**src/lssm_pkg.sv**
```systemverilog
// ---------------------------------------------------------------------------
// lssm_pkg
// Types, codes and defaults shared by the stack controller and datapath.
// ---------------------------------------------------------------------------
package lssm_pkg;

  localparam int DEPTH_DEF       = 64;
  localparam int ENTRY_WIDTH_DEF = 8;
  localparam int CAP_W           = 7;
  localparam logic [CAP_W-1:0] CAP_RESET = 7'd64;

  typedef enum logic [1:0] {
    FUNC_PUSH = 2'd0,
    FUNC_POP  = 2'd1,
    FUNC_SWAP = 2'd2,
    FUNC_MOVE = 2'd3
  } func_t;

  // Read address select
  typedef enum logic [1:0] {
    RA_TOP  = 2'd0,
    RA_POS  = 2'd1,
    RA_PTR1 = 2'd2,
    RA_PTR2 = 2'd3
  } rsel_t;

  // Write address select
  typedef enum logic [1:0] {
    WA_COUNT = 2'd0,
    WA_POS   = 2'd1,
    WA_TOP   = 2'd2,
    WA_PTR   = 2'd3
  } wsel_t;

  // Write data select
  typedef enum logic [1:0] {
    WD_ENTRY = 2'd0,
    WD_RDATA = 2'd1,
    WD_HELD  = 2'd2
  } dsel_t;

  typedef enum logic [3:0] {
    ST_IDLE,
    ST_DECODE,
    ST_POP_WB,
    ST_SW_HELD,
    ST_SW_WR,
    ST_SW_TOP,
    ST_MV_HELD,
    ST_MV_SHIFT,
    ST_DONE
  } state_t;

  typedef struct packed {
    logic  load;
    logic  rd_en;
    rsel_t ra_sel;
    logic  we;
    wsel_t wa_sel;
    dsel_t wd_sel;
    logic  held_ld;
    logic  ptr_inc;
    logic  cnt_inc;
    logic  cnt_dec;
    logic  pop_ld;
    logic  ok_set;
    logic  fire;
  } lssm_cmd_t;

  typedef struct packed {
    func_t func;
    logic  push_ok;
    logic  pop_ok;
    logic  pos_ok;
    logic  ptr_at_top;
  } lssm_sts_t;

endpackage

```
**src/lssm_ctrl.sv**
```systemverilog
// ---------------------------------------------------------------------------
// lssm_ctrl
// Sequencer for push, pop, swap and move-to-top over the entry memory.
// ---------------------------------------------------------------------------
module lssm_ctrl (
  input  logic               clk,
  input  logic               rst_n,
  input  logic               start,
  output logic               busy,
  input  lssm_pkg::lssm_sts_t sts,
  output lssm_pkg::lssm_cmd_t cmd
);
  import lssm_pkg::*;

  state_t state_r, state_nxt;

  always_ff @(posedge clk) begin
    if (!rst_n) begin
      state_r <= ST_IDLE;
    end else begin
      state_r <= state_nxt;
    end
  end

  assign busy = (state_r != ST_IDLE);

  always_comb begin
    cmd       = lssm_cmd_t'('0);
    state_nxt = state_r;
    unique case (state_r)
      ST_IDLE: begin
        if (start) begin
          cmd.load  = 1'b1;
          state_nxt = ST_DECODE;
        end
      end
      ST_DECODE: begin
        state_nxt = ST_DONE;
        unique case (sts.func)
          FUNC_PUSH: begin
            if (sts.push_ok) begin
              cmd.we      = 1'b1;
              cmd.wa_sel  = WA_COUNT;
              cmd.wd_sel  = WD_ENTRY;
              cmd.cnt_inc = 1'b1;
              cmd.ok_set  = 1'b1;
            end
          end
          FUNC_POP: begin
            if (sts.pop_ok) begin
              cmd.rd_en  = 1'b1;
              cmd.ra_sel = RA_TOP;
              cmd.ok_set = 1'b1;
              state_nxt  = ST_POP_WB;
            end
          end
          FUNC_SWAP: begin
            if (sts.pos_ok) begin
              cmd.rd_en  = 1'b1;
              cmd.ra_sel = RA_POS;
              cmd.ok_set = 1'b1;
              state_nxt  = ST_SW_HELD;
            end
          end
          FUNC_MOVE: begin
            if (sts.pos_ok) begin
              cmd.rd_en  = 1'b1;
              cmd.ra_sel = RA_POS;
              cmd.ok_set = 1'b1;
              state_nxt  = ST_MV_HELD;
            end
          end
          default: state_nxt = ST_DONE;
        endcase
      end
      ST_POP_WB: begin
        cmd.pop_ld  = 1'b1;
        cmd.cnt_dec = 1'b1;
        state_nxt   = ST_DONE;
      end
      ST_SW_HELD: begin
        cmd.held_ld = 1'b1;
        cmd.rd_en   = 1'b1;
        cmd.ra_sel  = RA_TOP;
        state_nxt   = ST_SW_WR;
      end
      ST_SW_WR: begin
        cmd.we     = 1'b1;
        cmd.wa_sel = WA_POS;
        cmd.wd_sel = WD_RDATA;
        state_nxt  = ST_SW_TOP;
      end
      ST_SW_TOP: begin
        cmd.we     = 1'b1;
        cmd.wa_sel = WA_TOP;
        cmd.wd_sel = WD_HELD;
        state_nxt  = ST_DONE;
      end
      ST_MV_HELD: begin
        cmd.held_ld = 1'b1;
        cmd.rd_en   = 1'b1;
        cmd.ra_sel  = RA_PTR1;
        state_nxt   = ST_MV_SHIFT;
      end
      ST_MV_SHIFT: begin
        cmd.we     = 1'b1;
        cmd.wa_sel = WA_PTR;
        if (sts.ptr_at_top) begin
          cmd.wd_sel = WD_HELD;
          state_nxt  = ST_DONE;
        end else begin
          // write ptr from the entry above, fetch the one after it
          cmd.wd_sel  = WD_RDATA;
          cmd.rd_en   = 1'b1;
          cmd.ra_sel  = RA_PTR2;
          cmd.ptr_inc = 1'b1;
        end
      end
      ST_DONE: begin
        cmd.fire  = 1'b1;
        state_nxt = ST_IDLE;
      end
      default: state_nxt = ST_IDLE;
    endcase
  end

endmodule

```
**src/lssm_dpath.sv**
```systemverilog
// ---------------------------------------------------------------------------
// lssm_dpath
// Entry memory, fill count, capacity register and result registers.
// ---------------------------------------------------------------------------
module lssm_dpath #(
  parameter int DEPTH       = lssm_pkg::DEPTH_DEF,
  parameter int ENTRY_WIDTH = lssm_pkg::ENTRY_WIDTH_DEF,
  parameter int AW          = $clog2(DEPTH),
  parameter int CW          = $clog2(DEPTH + 1)
) (
  input  logic                       clk,
  input  logic                       rst_n,
  input  logic                       cfg_we,
  input  logic [lssm_pkg::CAP_W-1:0] cfg_wdata,
  input  logic [1:0]                 in_func,
  input  logic [ENTRY_WIDTH-1:0]     in_entry_in,
  input  logic [AW-1:0]              in_pos,
  input  lssm_pkg::lssm_cmd_t        cmd,
  output lssm_pkg::lssm_sts_t        sts,
  output logic                       out_valid,
  output logic                       out_ok,
  output logic [ENTRY_WIDTH-1:0]     out_entry_out,
  output logic [CW-1:0]              out_count,
  output logic                       out_is_empty,
  output logic                       out_is_full
);
  import lssm_pkg::*;

  localparam int LW = (CW > CAP_W) ? CW : CAP_W;

  logic [ENTRY_WIDTH-1:0] mem [DEPTH];
  logic [ENTRY_WIDTH-1:0] rdata_r;
  logic [ENTRY_WIDTH-1:0] entry_r, held_r, popped_r;
  logic [AW-1:0]          pos_r, ptr_r;
  func_t                  func_r;
  logic [CW-1:0]          count_r;
  logic [CAP_W-1:0]       cap_r;
  logic                   ok_r;
  logic                   valid_r;

  logic [CW-1:0]          top_full;
  logic [AW-1:0]          top, ptr_p1, ptr_p2, raddr, waddr;
  logic [ENTRY_WIDTH-1:0] wdata;
  logic [LW-1:0]          cap_ext, lim, cnt_ext;

  assign top_full = count_r - CW'(1);
  assign top      = top_full[AW-1:0];
  assign ptr_p1   = ptr_r + AW'(1);
  assign ptr_p2   = ptr_r + AW'(2);

  // effective capacity saturates at the memory depth
  assign cap_ext = LW'(cap_r);
  assign lim     = (cap_ext > LW'(DEPTH)) ? LW'(DEPTH) : cap_ext;
  assign cnt_ext = LW'(count_r);

  assign sts.func       = func_r;
  assign sts.push_ok    = (cnt_ext < lim);
  assign sts.pop_ok     = (count_r != '0);
  assign sts.pos_ok     = (CW'(pos_r) < count_r);
  assign sts.ptr_at_top = (ptr_r == top);

  always_comb begin
    case (cmd.ra_sel)
      RA_TOP:  raddr = top;
      RA_POS:  raddr = pos_r;
      RA_PTR1: raddr = ptr_p1;
      RA_PTR2: raddr = ptr_p2;
      default: raddr = top;
    endcase
    case (cmd.wa_sel)
      WA_COUNT: waddr = count_r[AW-1:0];
      WA_POS:   waddr = pos_r;
      WA_TOP:   waddr = top;
      WA_PTR:   waddr = ptr_r;
      default:  waddr = ptr_r;
    endcase
    case (cmd.wd_sel)
      WD_ENTRY: wdata = entry_r;
      WD_RDATA: wdata = rdata_r;
      WD_HELD:  wdata = held_r;
      default:  wdata = held_r;
    endcase
  end

  always_ff @(posedge clk) begin
    if (cmd.we) begin
      mem[waddr] <= wdata;
    end
    if (cmd.rd_en) begin
      rdata_r <= mem[raddr];
    end
  end

  // payload registers
  always_ff @(posedge clk) begin
    if (cmd.load) begin
      func_r   <= func_t'(in_func);
      entry_r  <= in_entry_in;
      pos_r    <= in_pos;
      ptr_r    <= in_pos;
      ok_r     <= 1'b0;
      popped_r <= '0;
    end else begin
      if (cmd.ptr_inc) ptr_r <= ptr_p1;
      if (cmd.ok_set)  ok_r <= 1'b1;
      if (cmd.pop_ld)  popped_r <= rdata_r;
    end
    if (cmd.held_ld) held_r <= rdata_r;
    if (cmd.fire) begin
      out_ok        <= ok_r;
      out_entry_out <= popped_r;
      out_count     <= count_r;
      out_is_empty  <= (count_r == '0);
      out_is_full   <= (cnt_ext >= lim);
    end
  end

  // control state
  always_ff @(posedge clk) begin
    if (!rst_n) begin
      count_r <= '0;
      cap_r   <= CAP_RESET;
      valid_r <= 1'b0;
    end else begin
      if (cfg_we)       cap_r <= cfg_wdata;
      if (cmd.cnt_inc)      count_r <= count_r + CW'(1);
      else if (cmd.cnt_dec) count_r <= count_r - CW'(1);
      valid_r <= cmd.fire;
    end
  end

  assign out_valid = valid_r;

endmodule

```
**src/lifo_stack_swap_move_top.sv**
```systemverilog
// ---------------------------------------------------------------------------
// lifo_stack_swap_move_top
// Bounded LIFO stack with push, pop, swap-with-top and move-to-top.
// ---------------------------------------------------------------------------
// One transaction is taken at a rising edge with start high and busy low;
// busy stays high until its result appears, and the result is shown for
// exactly one cycle with out_valid high. The receiver cannot stall, so it
// must take every result in that cycle. Push and any refused operation
// are the shortest; pop takes longer, swap longer still, and move-to-top
// grows with (top - pos). The lengths are set by the entry memory with
// one read and one write port: move-to-top shifts the entries above pos
// down one per cycle, a read and a write each cycle.
// The capacity register (cfg_we / cfg_wdata) is to be written only while
// idle, which the block does not enforce; values above DEPTH act as DEPTH,
// and zero refuses every push. Memory entries need no clearing after
// reset: data read from unpushed entries is never used.
// ---------------------------------------------------------------------------
module lifo_stack_swap_move_top #(
  parameter int DEPTH       = lssm_pkg::DEPTH_DEF,
  parameter int ENTRY_WIDTH = lssm_pkg::ENTRY_WIDTH_DEF
) (
  input  logic                       clk,
  input  logic                       rst_n,
  // configuration
  input  logic                       cfg_we,
  input  logic [lssm_pkg::CAP_W-1:0] cfg_wdata,
  // command channel
  input  logic                       start,
  output logic                       busy,
  input  logic [1:0]                 in_func,
  input  logic [ENTRY_WIDTH-1:0]     in_entry_in,
  input  logic [$clog2(DEPTH)-1:0]   in_pos,
  // result channel
  output logic                       out_valid,
  output logic                       out_ok,
  output logic [ENTRY_WIDTH-1:0]     out_entry_out,
  output logic [$clog2(DEPTH+1)-1:0] out_count,
  output logic                       out_is_empty,
  output logic                       out_is_full
);
  import lssm_pkg::*;

  // command from sequencer to datapath, status back
  lssm_cmd_t cmd;
  lssm_sts_t sts;

  lssm_ctrl u_ctrl (
    .clk   (clk),
    .rst_n (rst_n),
    .start (start),
    .busy  (busy),
    .sts   (sts),
    .cmd   (cmd)
  );

  // memory, count, capacity and result registers
  lssm_dpath #(
    .DEPTH       (DEPTH),
    .ENTRY_WIDTH (ENTRY_WIDTH)
  ) u_dpath (
    .clk           (clk),
    .rst_n         (rst_n),
    .cfg_we        (cfg_we),
    .cfg_wdata     (cfg_wdata),
    .in_func       (in_func),
    .in_entry_in   (in_entry_in),
    .in_pos        (in_pos),
    .cmd           (cmd),
    .sts           (sts),
    .out_valid     (out_valid),
    .out_ok        (out_ok),
    .out_entry_out (out_entry_out),
    .out_count     (out_count),
    .out_is_empty  (out_is_empty),
    .out_is_full   (out_is_full)
  );

endmodule

```
**config.mk**
```make
export PLATFORM = sky130hd
export DESIGN_NAME = lifo_stack_swap_move_top
export DESIGN_NICKNAME = d
export VERILOG_FILES = /design/src/lssm_pkg.sv /design/src/lssm_ctrl.sv /design/src/lssm_dpath.sv /design/src/lifo_stack_swap_move_top.sv
export SDC_FILE = /design/constraint.sdc
export NUM_CORES = 1
export LEC_CHECK = 0
export BUFFER_PORTS_ARGS = -buffer_cell sky130_fd_sc_hd__buf_4
export CAP_MARGIN = 20
export CORE_AREA = 4 4 198 200
export CTS_CLUSTER_DIAMETER = 30
export CTS_CLUSTER_SIZE = 30
export DETAILED_ROUTE_END_ITERATION = 10
export DIE_AREA = 0 0 202 204
export PLACE_DENSITY = 0.83
export SLEW_MARGIN = 40
export SYNTH_ARGS = -nofsm -noshare
export SYNTH_HDL_FRONTEND = slang
export SYNTH_SLANG_ARGS = --single-unit
```
**constraint.sdc**
```tcl
create_clock -name clk -period 9.6 [get_ports clk]
set_input_delay 2.4 -clock clk [delete_from_list [all_inputs] [get_ports clk]]
set_output_delay 2.4 -clock clk [all_outputs]
set_load 0.03 [all_outputs]
```
* Yosys cells after proc, flatten, opt, wreduce, memory -nomap -nowiden
Memories as Yosys holds them, arrays and structs flattened. A register that Yosys moved wholly into a read port is not among the register bits. Index checks and enable logic that the tools add are counted.
Word-level totals: bits in registers 76, latch bits 0, bits in writable memories 512, ROM bits 0, input bits 27, output and inout port bits 20, word-level logic and storage cells 100, memories 1
Memory list:
- u_dpath.mem | words 64, bits a word 8, rd ports 1, clocked after Yosys merged registers in 1, write ports 1, line lssm_dpath.sv:31 | logic [ENTRY_WIDTH-1:0] mem [DEPTH];
Cells by class: $add $sub $neg 4, $mul 0, div/mod/pow operators 0, $lt $le $gt $ge 4, equality and inequality tests 21, shifts and indexed selects 0, multiplexer cells 40, bitwise operators 0, reduce and logical (&&, ||, !) cells 14
Operator list (number):
- $pmux W6 S4 | 2
- $pmux W4 S7 | 1
- $mux W7 | 3
- $mux W4 | 5
- $pmux W5 S4 | 1
- $eq A4 B3 Y1 const B | 4
- $pmux W8 S2 | 1
- $mux W1 | 14
- $eq A2 B2 Y1 const B | 6
- $mux W6 | 2
- $pmux W3 S4 | 1
- $pmux W4 S3 | 1
- $mux W5 | 2
- $mux W3 | 3
- $eq A2 B1 Y1 const B | 4
- $eq A4 B2 Y1 const B | 2
- $logic_not A2 Y1 | 4
- $add A7 B1 Y7 const B | 1
- $ge A7 B7 Y1 | 1
- $gt A7 B7 Y1 const B | 1
- $logic_not A7 Y1 | 1
- $lt A6 B7 Y1 | 1
- $lt A7 B7 Y1 | 1
- $reduce_bool A7 Y1 | 1
- 15 further kinds | 20

* Longest topological paths before layout
Gate-level depths: netlist of the first run.
word-level depth 8, depth in mapped cells 18, gate-level depth less buffers 14

* By module
From an unflattened synthesis of the first run, not the netlist that was laid out.
Second synthesis, totals: cell total of the unflattened synthesis 1775, area, all modules 24841.3 µm²
Modules (own cells, without submodules):
- lssm_dpath | times used 1, cells each 1709, area each 24373.4 µm², seq. area each 17536.8 µm²
- lssm_ctrl | times used 1, cells each 66, area each 467.9 µm², seq. area each 80.1 µm²

* Least setup slack after synthesis of the first run
Ideal clock, no wire load.
path kind register to output, start register u_ctrl.state_r[1], end output busy, data arrival time 1448 ps, data required time 7200 ps, path slack 5752 ps, cell stages (with the launch flop) 6, buffers on the path 3, path through dfxtp_1 clkbuf_1 buf_1 buf_1 nor4_1 inv_1
On the way: word-level cells in the longest chain between the ends 1
RTL lines:
- from (decl) | line lssm_ctrl.sv:15 | state_t state_r, state_nxt;
- from (signal assigned) | line lssm_ctrl.sv:21 | state_r <= state_nxt;
- $reduce_bool A4 Y1 | line lssm_ctrl.sv:25 | assign busy = (state_r != ST_IDLE);
- to (decl) | line lifo_stack_swap_move_top.sv:29 | output logic busy,
Every way passes these cells.

* Final worst setup path of the first run
start register u_dpath.count_r[0] (netlist: u_dpath.cnt_ext[0]), end register u_dpath.rdata_r[4] (read register of u_dpath.mem) (data pin)
On the way: word-level cells in the longest chain between the ends 6, elaborated cells between the ends (all ways) 14, classes of those cells add/sub (1); order compare (1); eq/ne (4); mux (6); reduce/logical (2)
RTL lines:
- from (decl) | line lssm_dpath.sv:36 | logic [CW-1:0] count_r;
- from (signal assigned) | line lssm_dpath.sv:126 | if (cmd.cnt_inc) count_r <= count_r + CW'(1);
- from (signal assigned) | line lssm_dpath.sv:127 | else if (cmd.cnt_dec) count_r <= count_r - CW'(1);
- $sub A7 B1 Y7 / $lt A6 B7 Y1 (equally long branches)
- $eq A6 B6 Y1 / $mux W3 (equally long branches) | line lssm_dpath.sv:60, lssm_ctrl.sv:58, lssm_ctrl.sv:66
- $mux W3 / $pmux W3 S2 (equally long branches) | line lssm_ctrl.sv:108, lssm_ctrl.sv:39
- $pmux W3 S4 | line lssm_ctrl.sv:30 | unique case (state_r)
- $eq A2 B2 Y1 (tied with other cells) | line lssm_dpath.sv:63 | case (cmd.ra_sel)
- $pmux W6 S4 | line lssm_dpath.sv:63
- to (decl) | line lssm_dpath.sv:32 | logic [ENTRY_WIDTH-1:0] rdata_r;
Parallel ways exist; a longest one is shown, timed or not. A chain may end at the register's enable or synchronous reset.

==> summary.md, run 1 <==
| Metric | Value |
|---|---|
| Period utilization | `62.2%` |
| Clock slew at reported path FFs | `50 ps` |
| Num CTS Buffers | `102` |
| Drt via density | `6.57` |
| Die Width | `202 um` |
| Total number of vias | `16,100` |
| RSZ-0062 raised after global routing | `false` |
| Crit Path Class | `reg2reg` |
| FF/Latch Area | `0.0176 mm2` |
| Area grow syn2layout | `16.8%` |
| Cts hold-fix bufs | `0` |
| Routability cong. | `0.961` |
| Avg Cell Area, Syn | `13.9 um2` |
| Clk root buf | `clkbuf_16` |
| Die Span Y | `204 um` |
| Post-Syn Area | `0.0248 mm2` |
| Synth Flop Type | `edfxtp_1` |
| Flops & latches, synth | `596` |
| Post-CTS Resized | `0` |
| Async SR Flop Fraction | `0%` |
| Fillcell total | `2,011` |
| Boundary Pins | `47` |
| Drc violations | `0` |
| Placed Cells incl. Taps | `2,264` |
| WP data required | `9930 ps` |
| Die area | `0.0412 mm2` |
| Total congestion overflow | `0` |
| DR WL/cell | `26.2 um` |
| Max Slew Vio Count | `0` |
| Routed WL | `64,400 um` |
| Worst slew pin tran | `866 ps` |
| Final setup vio count | `0` |
| Multi-input gate area | `0.00661 mm2` |
| Syn nets | `1,835` |
| Crit-path max FO | `60` |
| Leak | `10.4 nW` |
| Skew-Pair Late Insertion Delay | `640 ps` |
| Maximum root-to-sink buffer count | `3` |
| Post-synthesis cell count | `1,791` |
| Layout cells sized above 1 | `16.3%` |
| Fin nets | `1,904` |
| F_max | `0.167 GHz` |
| PD cells | `283 mW/mm2` |
| Num Clock Sinks | `596` |
| First-pass GRT wire length | `98,600 um` |
| Post-synth EDFFs | `568` |
| Crit path launch type | `flip-flop` |
| Post-synth cell types | `75` |
| Initial DRC count | `2,509` |
| Post-DP HPWL | `37,000 um` |
| Initial core utilization | `66.3%` |
| Max_slew headroom | `42.1%` |
| CTS tree | `built` |
| Setup TNS | `0 ps` |
| Worst vdd ir | `247 uV` |
| Post-synthesis sequential area ratio | `71.0%` |
| Core Area | `0.0374 mm2` |
| Routed Antenna Nets | `0` |
| Diode count | `0` |
| Htree depth | `3` |
| Vias in the first global route | `16,200` |
| Num rows | `71` |
| IO Port Bufs | `46` |
| Crit end category | `flip-flop` |
| Synth warn | `0` |
| Outcome | `finished, final reports clean` |
| Initial antenna violation count | `0` |
| Final Hold Fails | `0` |
| Worst Skew | `36.8 ps` |
| Hold crit path type | `reg2reg` |
| Post-CTS Setup Inserts | `0` |
| Final Critical Period | `5970 ps` |
| Post-route insts no fill | `2,457` |
| GR Util All Layers | `31.4%` |
| Max-cap violations | `0` |
| Pin count of the biggest net entering global routing | `77` |
| DRT Pass-1 Iters | `6` |
| Critical Path AT | `6300 ps` |
report_power, final:
| part | internal, W | switching, W | leakage [nW] | total [W] |
|---|---|---|---|---|
| clock | 0.00229 | 0.00133 | 1.66 | 0.00362 |
| combinational | 0.000371 | 0.00101 | 3.40 | 0.00139 |
| sequential | 0.00314 | 0.0000601 | 5.36 | 0.00320 |
worst max-delay path, cell delays in order (launching register included):
cell	delay (ps)
dfxtp_1	410
inv_1	270
ha_1	300
nor3b_4	340
xnor3_1	300
nor3_2	350
a31oi_1	190
o221ai_1	380
o21a_4	470
buf_6	580
buf_4	680
and3_1	270
a31oi_1	60
a32o_1	260
o41ai_1	680
a211oi_2	100
path summary, 6_finish.rpt:
kind                            start                  endpoint  slack, ps  cells after the start
setup reg to reg   u_dpath.cnt_ext[0]        u_dpath.rdata_r[4]       3630                     15
setup / recovery   u_dpath.cnt_ext[0]        u_dpath.rdata_r[4]       3630                     15
hold reg to reg   u_dpath.popped_r[7]  u_dpath.out_entry_out[7]        430                      0
hold / removal    u_dpath.popped_r[7]  u_dpath.out_entry_out[7]        430                      0
kinds of logic after synthesis:
kind of cell / count (synthesis) / share of synthesized area, %
adder cells (fa/ha/maj): 17 / 0.857
AND/OR/NAND/NOR: 628 / 11.3
buffers and inverters: 127 / 2.77
flip-flops: 596 / 71.0
AO/OA/AOI/OAI: 263 / 7.39
XOR/XNOR: 26 / 1.06
multiplexers: 134 / 5.63
cell type report:
cell class	count	area share [%]
sequential	596	60.8
multi-input combinational	1068	22.8
clock buffer	112	9.01
clock inverter	78	2.96
tap	511	2.21
timing repair buffer	67	1.83
inverter	25	0.384
routing by layer:
layer | share of wire, % | global-route usage [%]
met1 | 37 | 42.6
met5 | 0 | 0
met3 | 11 | 7.08
met4 | 3.9 | 13.3
met2 | 48 | 50.0
layout by cell type, fill, tap and decap left out, types with 19 or more instances in the layout:
cell type / n
a21oi_1: 74
a31oi_1: 20
a32o_1: 19
and3_1: 25
buf_4: 61
clkbuf_16: 103
dfxtp_1: 28
edfxtp_1: 568
mux2i_1: 120
nand2_1: 343
nand3_1: 72
nor2_1: 73
nor2_2: 23
o21ai_0: 25
o22ai_1: 30
stage by stage:
stage	total power [W]	utilization (%)	hold WS, ps	worst slack [ps]	area, um2
floorplan	0.00413	-	408	5750	24800
global placement	0.00452	67.8	414	4000	25400
detailed placement	0.00456	67.9	416	3850	25400
CTS	0.00817	77.2	429	3700	28900
global route	0.00844	77.5	445	3530	29000
finish	0.00820	77.5	425	3630	29000
synth_stat cells, drive strengths merged (2+ instances only):
library cell | count | area share (%)
dfxtp | 28 | 2.3
a222oi | 8 | 0.32
a211oi | 20 | 0.75
nor4 | 18 | 0.45
a31oi | 20 | 0.50
clkbuf | 29 | 0.44
nor3 | 17 | 0.41
a22oi | 3 | 0.091
xnor2 | 13 | 0.46
o2111ai | 3 | 0.11
a21oi | 74 | 1.5
xor2 | 11 | 0.42
mux4 | 3 | 0.27
a211o | 2 | 0.071
and3 | 25 | 0.63
a21o | 3 | 0.091
and2 | 11 | 0.29
nand2 | 344 | 5.2
nand3 | 74 | 1.5
buf | 73 | 2.0
xnor3 | 2 | 0.18
nand4 | 8 | 0.20
ha | 17 | 0.86
o22ai | 30 | 0.76
o211ai | 7 | 0.21
a32o | 19 | 0.77
or4 | 6 | 0.18
inv | 25 | 0.38
o21ai | 28 | 0.58
o41ai | 6 | 0.21
edfxtp | 568 | 69
o31ai | 2 | 0.061
mux2 | 11 | 0.51
nor2b | 14 | 0.35
mux2i | 120 | 4.8
o21a | 2 | 0.061
a32oi | 10 | 0.35
or3 | 4 | 0.14
o221ai | 15 | 0.53
nand2b | 3 | 0.076
nor2 | 97 | 1.5
nand3b | 2 | 0.061
flip-flops by register name, indices dropped and copies added, names as in the netlist:
register / flops
u_dpath.mem: 512
u_dpath.out_entry_out: 8
u_dpath.rdata_r: 8
u_dpath.ok_r: 1
u_dpath.out_valid: 1
u_ctrl.state_r: 4
u_dpath.ptr_r: 6
u_dpath.out_count: 7
u_dpath.cap_ext: 7
u_dpath.cnt_ext: 7
u_dpath.held_r: 8
u_dpath.func_r: 2
u_dpath.out_is_empty: 1
u_dpath.out_is_full: 1
u_dpath.out_ok: 1
u_dpath.popped_r: 8
u_dpath.entry_r: 8
u_dpath.pos_r: 6
No activity file was read; power rests on OpenSTA's default activity.
==> inputs of run 2 (changes only) <==
Settings changed: CORE_AREA 4 4 198 200 to 4 4 216 218, DIE_AREA 0 0 202 204 to 0 0 220 222, PLACE_DENSITY 0.83 to 0.75.
Clock period 9.6 ns to 5.4 ns, I/O delays scaled along.
==> summary.md, run 2 (synthesized netlist as in run 1, its figures left out) <==
| Metric | Value |
|---|---|
| CP peak stage delay | `610 ps` |
| DRT Pass-1 Iters | `6` |
| Initial DRC count | `2,186` |
| IO Port Bufs | `46` |
| RSZ-0062 raised after global routing | `false` |
| Initial core utilization | `55.3%` |
| Largest register FFs | `512` |
| Total number of vias | `16,100` |
| Crit end category | `flip-flop` |
| Layout cells sized above 1 | `18.6%` |
| PD cells | `519 mW/mm2` |
| Maximum root-to-sink buffer count | `3` |
| First-pass GRT wire length | `98,500 um` |
| Routability cong. | `0.916` |
| Post-CTS Resized | `0` |
| GR Util All Layers | `26.7%` |
| Post-route insts no fill | `2,607` |
| Crit path launch type | `flip-flop` |
| Met1 WL | `25,400 um` |
| Routed Antenna Nets | `0` |
| Drc violations | `0` |
| Crit path max-delay family | `compound AO/OA/AOI/OAI gates` |
| Post-CTS Setup Inserts | `0` |
| Clock slew at reported path FFs | `50 ps` |
| Die area | `0.0488 mm2` |
| Crit Path Class | `reg2reg` |
| WP data required | `5760 ps` |
| Num Clock Sinks | `596` |
| Fin nets | `1,954` |
| DR WL/cell | `25.1 um` |
| Metal3 WL | `6870 um` |
| Final Critical Period | `4870 ps` |
| Final setup vio count | `0` |
| Pin count of the biggest net entering global routing | `80` |
| Critical Path AT | `5240 ps` |
| Period utilization | `90.3%` |
| Htree depth | `3` |
| Clk root buf | `clkbuf_16` |
| WP buf/inv | `2` |
| Commonest non-fill, non-tap cells in the layout | `edfxtp_1 (568), nand2_1 (343), mux2i_1 (120), clkbuf_16 (113), buf_4 (99)` |
| Initial antenna violation count | `0` |
| Num rows | `78` |
| CTS tree | `built` |
| Die Width | `220 um` |
| Routed WL | `65,300 um` |
| Largest register by flop count | `u_dpath.mem` |
| Leak | `10.9 nW` |
| Setup TNS | `0 ps` |
| Commonest non-fill, non-tap cell in the layout | `edfxtp_1` |
| Die Span Y | `222 um` |
| F_max | `0.205 GHz` |
| Boundary Pins | `47` |
| Placed Cells incl. Taps | `2,396` |
| Crit-path cells | `inv_1 -> ha_1 -> a211oi_1 -> o311a_1 -> o21a_1 -> mux2_2 -> a211o_2 -> buf_12 -> nand2_1 -> nand3_1 -> a32o_1 -> or4_1 -> o41ai_1 -> a211oi_2` |
| Drt via density | `6.17` |
| Total congestion overflow | `0` |
| Max_slew headroom | `40.3%` |
| Num CTS Buffers | `112` |
| Met2 WL post-DR | `30,900 um` |
| Max Slew Vio Count | `0` |
| Worst slew pin tran | `893 ps` |
| Core Area | `0.0449 mm2` |
| Crit-path max FO | `79` |
| Top sig layer | `met4` |
| Final Total Pwr | `0.0156 W` |
| Cts hold-fix bufs | `0` |
| Worst vdd ir | `322 uV` |
| Post-DP HPWL | `39,300 um` |
| Area grow syn2layout | `20.9%` |
| Worst Skew | `34.7 ps` |
| Vias in the first global route | `16,100` |
| Slowest cell on crit path | `dfxtp_1` |
| Hold crit path type | `reg2reg` |
| Outcome | `finished, final reports clean` |
| Diode count | `0` |
| Final Hold Fails | `0` |
| Max-cap violations | `0` |
| Skew-Pair Late Insertion Delay | `660 ps` |
[run 2: layout make-up]
class,instances,area [um2]
flip-flops and latches,596,17600
fillers,3019,14900
multi-input cells,1068,6620
clock buffers,117,2840
clock inverters,94,1180
repair buffers,107,903
well taps,600,751
inverters,25,96.3
[run 2: path summary, 6_finish.rpt]
kind | from | endpoint | slack [ps] | cells after the start
worst max-delay path | u_dpath.cnt_ext[4] | u_dpath.rdata_r[7] | 530 | 14
worst max register to register | u_dpath.cnt_ext[4] | u_dpath.rdata_r[7] | 530 | 14
worst min-delay path | u_dpath.popped_r[4] | u_dpath.out_entry_out[4] | 430 | 0
worst min register to register | u_dpath.popped_r[4] | u_dpath.out_entry_out[4] | 430 | 0
[run 2: layer usage]
metal | track usage (%) | up-vias
met5 | 0 | -
met4 | 9.36 | 0
met3 | 6.43 | 152
met2 | 41.6 | 967
met1 | 37.0 | 7902
li1 | - | 7064
[run 2: through the flow]
step           worst slack (ps)  area (um2)  util (%)  hold slack, ps
2_1_floorplan              1650       24800         -             408
3_3_place_gp                529       25900      57.7             413
3_5_place_dp                577       25900      57.7             416
4_1_cts                     593       29900      66.7             429
5_1_grt                     290       30000      66.8             446
6_report                    525       30000      66.8             427
[run 2: report_power, final]
part           switching, W  total (W)  internal [W]  leakage, nW
sequential         0.000105    0.00568       0.00557         5.36
clock               0.00242    0.00727       0.00485         1.92
combinational       0.00184    0.00261      0.000772         3.64
total               0.00436     0.0156        0.0112         10.9
==> inputs of run 3 (changes only) <==
Settings changed: CORE_AREA 4 4 216 218 to 2 2 214 216, CTS_CLUSTER_SIZE 30 to default, DIE_AREA 0 0 220 222 to 0 0 216 218.
==> summary.md, run 3 (synthesized netlist as in run 1, its figures left out) <==
| Metric | Value |
|---|---|
| Period utilization | `94.4%` |
| Total congestion overflow | `0` |
| Skew-Pair Late Insertion Delay | `670 ps` |
| FF/Latch Area | `0.0176 mm2` |
| Setup TNS | `0 ps` |
| Final Critical Period | `5100 ps` |
| CTS tree | `built` |
| Pin count of the biggest net entering global routing | `66` |
| Routability cong. | `0.895` |
| GR Util All Layers | `28.1%` |
| Maximum root-to-sink buffer count | `3` |
| Num CTS Buffers | `112` |
| Num rows | `78` |
| DR WL/cell | `25.2 um` |
| Commonest non-fill, non-tap cells in the layout | `edfxtp_1 (568), nand2_1 (343), mux2i_1 (120), clkbuf_16 (113), buf_4 (104)` |
| Die Width | `216 um` |
| Routed Antenna Nets | `0` |
| Fin nets | `1,960` |
| Fin util | `66.5%` |
| R2r worst-path depth | `16` |
| Multi-input gate area | `0.00658 mm2` |
| Placed inst area | `0.0260 mm2` |
| Final Hold Fails | `0` |
| Largest register FFs | `512` |
| Crit-path max FO | `52` |
| Critical Path AT | `5490 ps` |
| Area grow syn2layout | `20.4%` |
| Die area | `0.0471 mm2` |
| Fillcell total | `3,019` |
| Leak | `10.9 nW` |
| Die Span Y | `218 um` |
| Routed WL | `65,700 um` |
| Total number of vias | `16,300` |
| Htree depth | `3` |
| Layout cells sized above 1 | `17.5%` |
| First-pass GRT wire length | `99,500 um` |
| Min-delay src | `u_dpath.popped_r[4]` |
| Max Slew Vio Count | `0` |
| Placed Cells incl. Taps | `2,401` |
| Boundary Pins | `47` |
| Diode count | `0` |
| WP buf/inv | `4` |
| Crit-path cells | `inv_1 -> ha_1 -> a211oi_1 -> o311a_1 -> o21a_1 -> mux2_2 -> a211oi_4 -> buf_12 -> buf_4 -> nand2_1 -> and3_1 -> a31oi_1 -> a32o_1 -> nor4_1 -> buf_4 -> nor4_1` |
| Initial DRC count | `2,552` |
| Worst hold slack | `427 ps` |
| F_max | `0.196 GHz` |
| Drc violations | `0` |
| Crit Path Class | `reg2reg` |
| Commonest non-fill, non-tap cell in the layout | `edfxtp_1` |
| RR Startpoint | `u_dpath.cnt_ext[4]` |
| Vias in the first global route | `16,200` |
| Num Clock Sinks | `596` |
| Initial core utilization | `55.3%` |
| Final instance area | `0.0299 mm2` |
| Drt via density | `6.25` |
| IO Port Bufs | `46` |
| WP data required | `5790 ps` |
| Crit path launch type | `flip-flop` |
| Largest register by flop count | `u_dpath.mem` |
| CP Capture Point | `u_dpath.rdata_r[5]` |
| Outcome | `finished, final reports clean` |
| Post-DP HPWL | `40,000 um` |
| Initial antenna violation count | `2` |
| Final setup vio count | `0` |
| Worst Skew | `37.4 ps` |
| Crit end category | `flip-flop` |
| Max-cap violations | `0` |
| Flop-to-flop setup slack | `300 ps` |
| CP peak stage delay | `580 ps` |
| Cts hold-fix bufs | `0` |
| Crit path max-delay family | `compound AO/OA/AOI/OAI gates` |
| Max_slew headroom | `38.1%` |
| Clock slew at reported path FFs | `50 ps` |
| Post-route insts no fill | `2,609` |
| DRT Pass-1 Iters | `9` |
| PD cells | `515 mW/mm2` |
| Slowest cell on crit path | `dfxtp_1` |
| Critical path depth | `16` |
| Worst reg2reg endpoint | `u_dpath.rdata_r[5]` |
| Post-CTS Setup Inserts | `0` |
| RSZ-0062 raised after global routing | `false` |
| Hold crit path type | `reg2reg` |
| Worst vdd ir | `318 uV` |
| Crit. Startpoint | `u_dpath.cnt_ext[4]` |
| Worst slew pin tran | `925 ps` |
| Clk root buf | `clkbuf_16` |
| Core Area | `0.0449 mm2` |
| Post-CTS Resized | `0` |
run 3: cell count changes in the layout (fill, tap and decap cells not counted), moves of 3 or more:
cell,change
clkbuf_1,+9
bufinv_16,-3
clkinv_8,+4
nor2_2,-18
buf_4,+5
clkbuf_8,+4
clkinv_4,-6
nor2_1,+17
clkinvlp_4,-3
run 3: power breakdown:
part	internal (W)	switching (W)
Sequential	0.00557	0.000105
Combinational	0.000773	0.00188
Clock	0.00473	0.00233
Total	0.0111	0.00431
run 3: per-stage QoR:
stage / power, W / setup slack (ps)
6_report: 0.0154 / 300
5_1_grt: 0.0158 / 156
4_1_cts: 0.0154 / 383
3_5_place_dp: 0.00832 / 420
3_3_place_gp: 0.00826 / 536
2_1_floorplan: 0.00735 / 1650
run 3: final cells by class:
cell class | count | share of cell area (%)
Tap cell | 600 | 2.51
Clock buffer | 130 | 9.82
Timing Repair Buffer | 113 | 3.15
Multi-Input combinational cell | 1068 | 22.0
Inverter | 25 | 0.323
Clock inverter | 77 | 3.17
Sequential cell | 596 | 59.0
run 3: worst register-to-register path, delay by kind of cell (launching register included):
kind,cells,cell delay [ps]
AOI/OAI and AO/OA,6,1760
buffers and inverters,4,1000
and+or+nand+nor,4,740
DFF,1,580
muxes,1,430
adders and majority gates,1,350
run 3: how the worst min path moves through the flow:
stage / to / cells past startpoint
2_1_floorplan: u_dpath.out_entry_out[0] / 0
3_3_place_gp: u_dpath.out_entry_out[0] / 0
3_5_place_dp: u_dpath.out_entry_out[0] / 0
4_1_cts: u_dpath.out_entry_out[0] / 0
5_1_grt: u_dpath.out_entry_out[0] / 0
6_report: u_dpath.out_entry_out[4] / 0
run 3: per-layer routing:
metal / global-route usage (%) / vias up / share of wire (%)
li1: - / 7065 / -
met1: 37.7 / 8048 / 39
met2: 44.5 / 1037 / 47
met3: 6.50 / 155 / 11
met4: 12.0 / 0 / 3.5
met5: 0 / - / 0
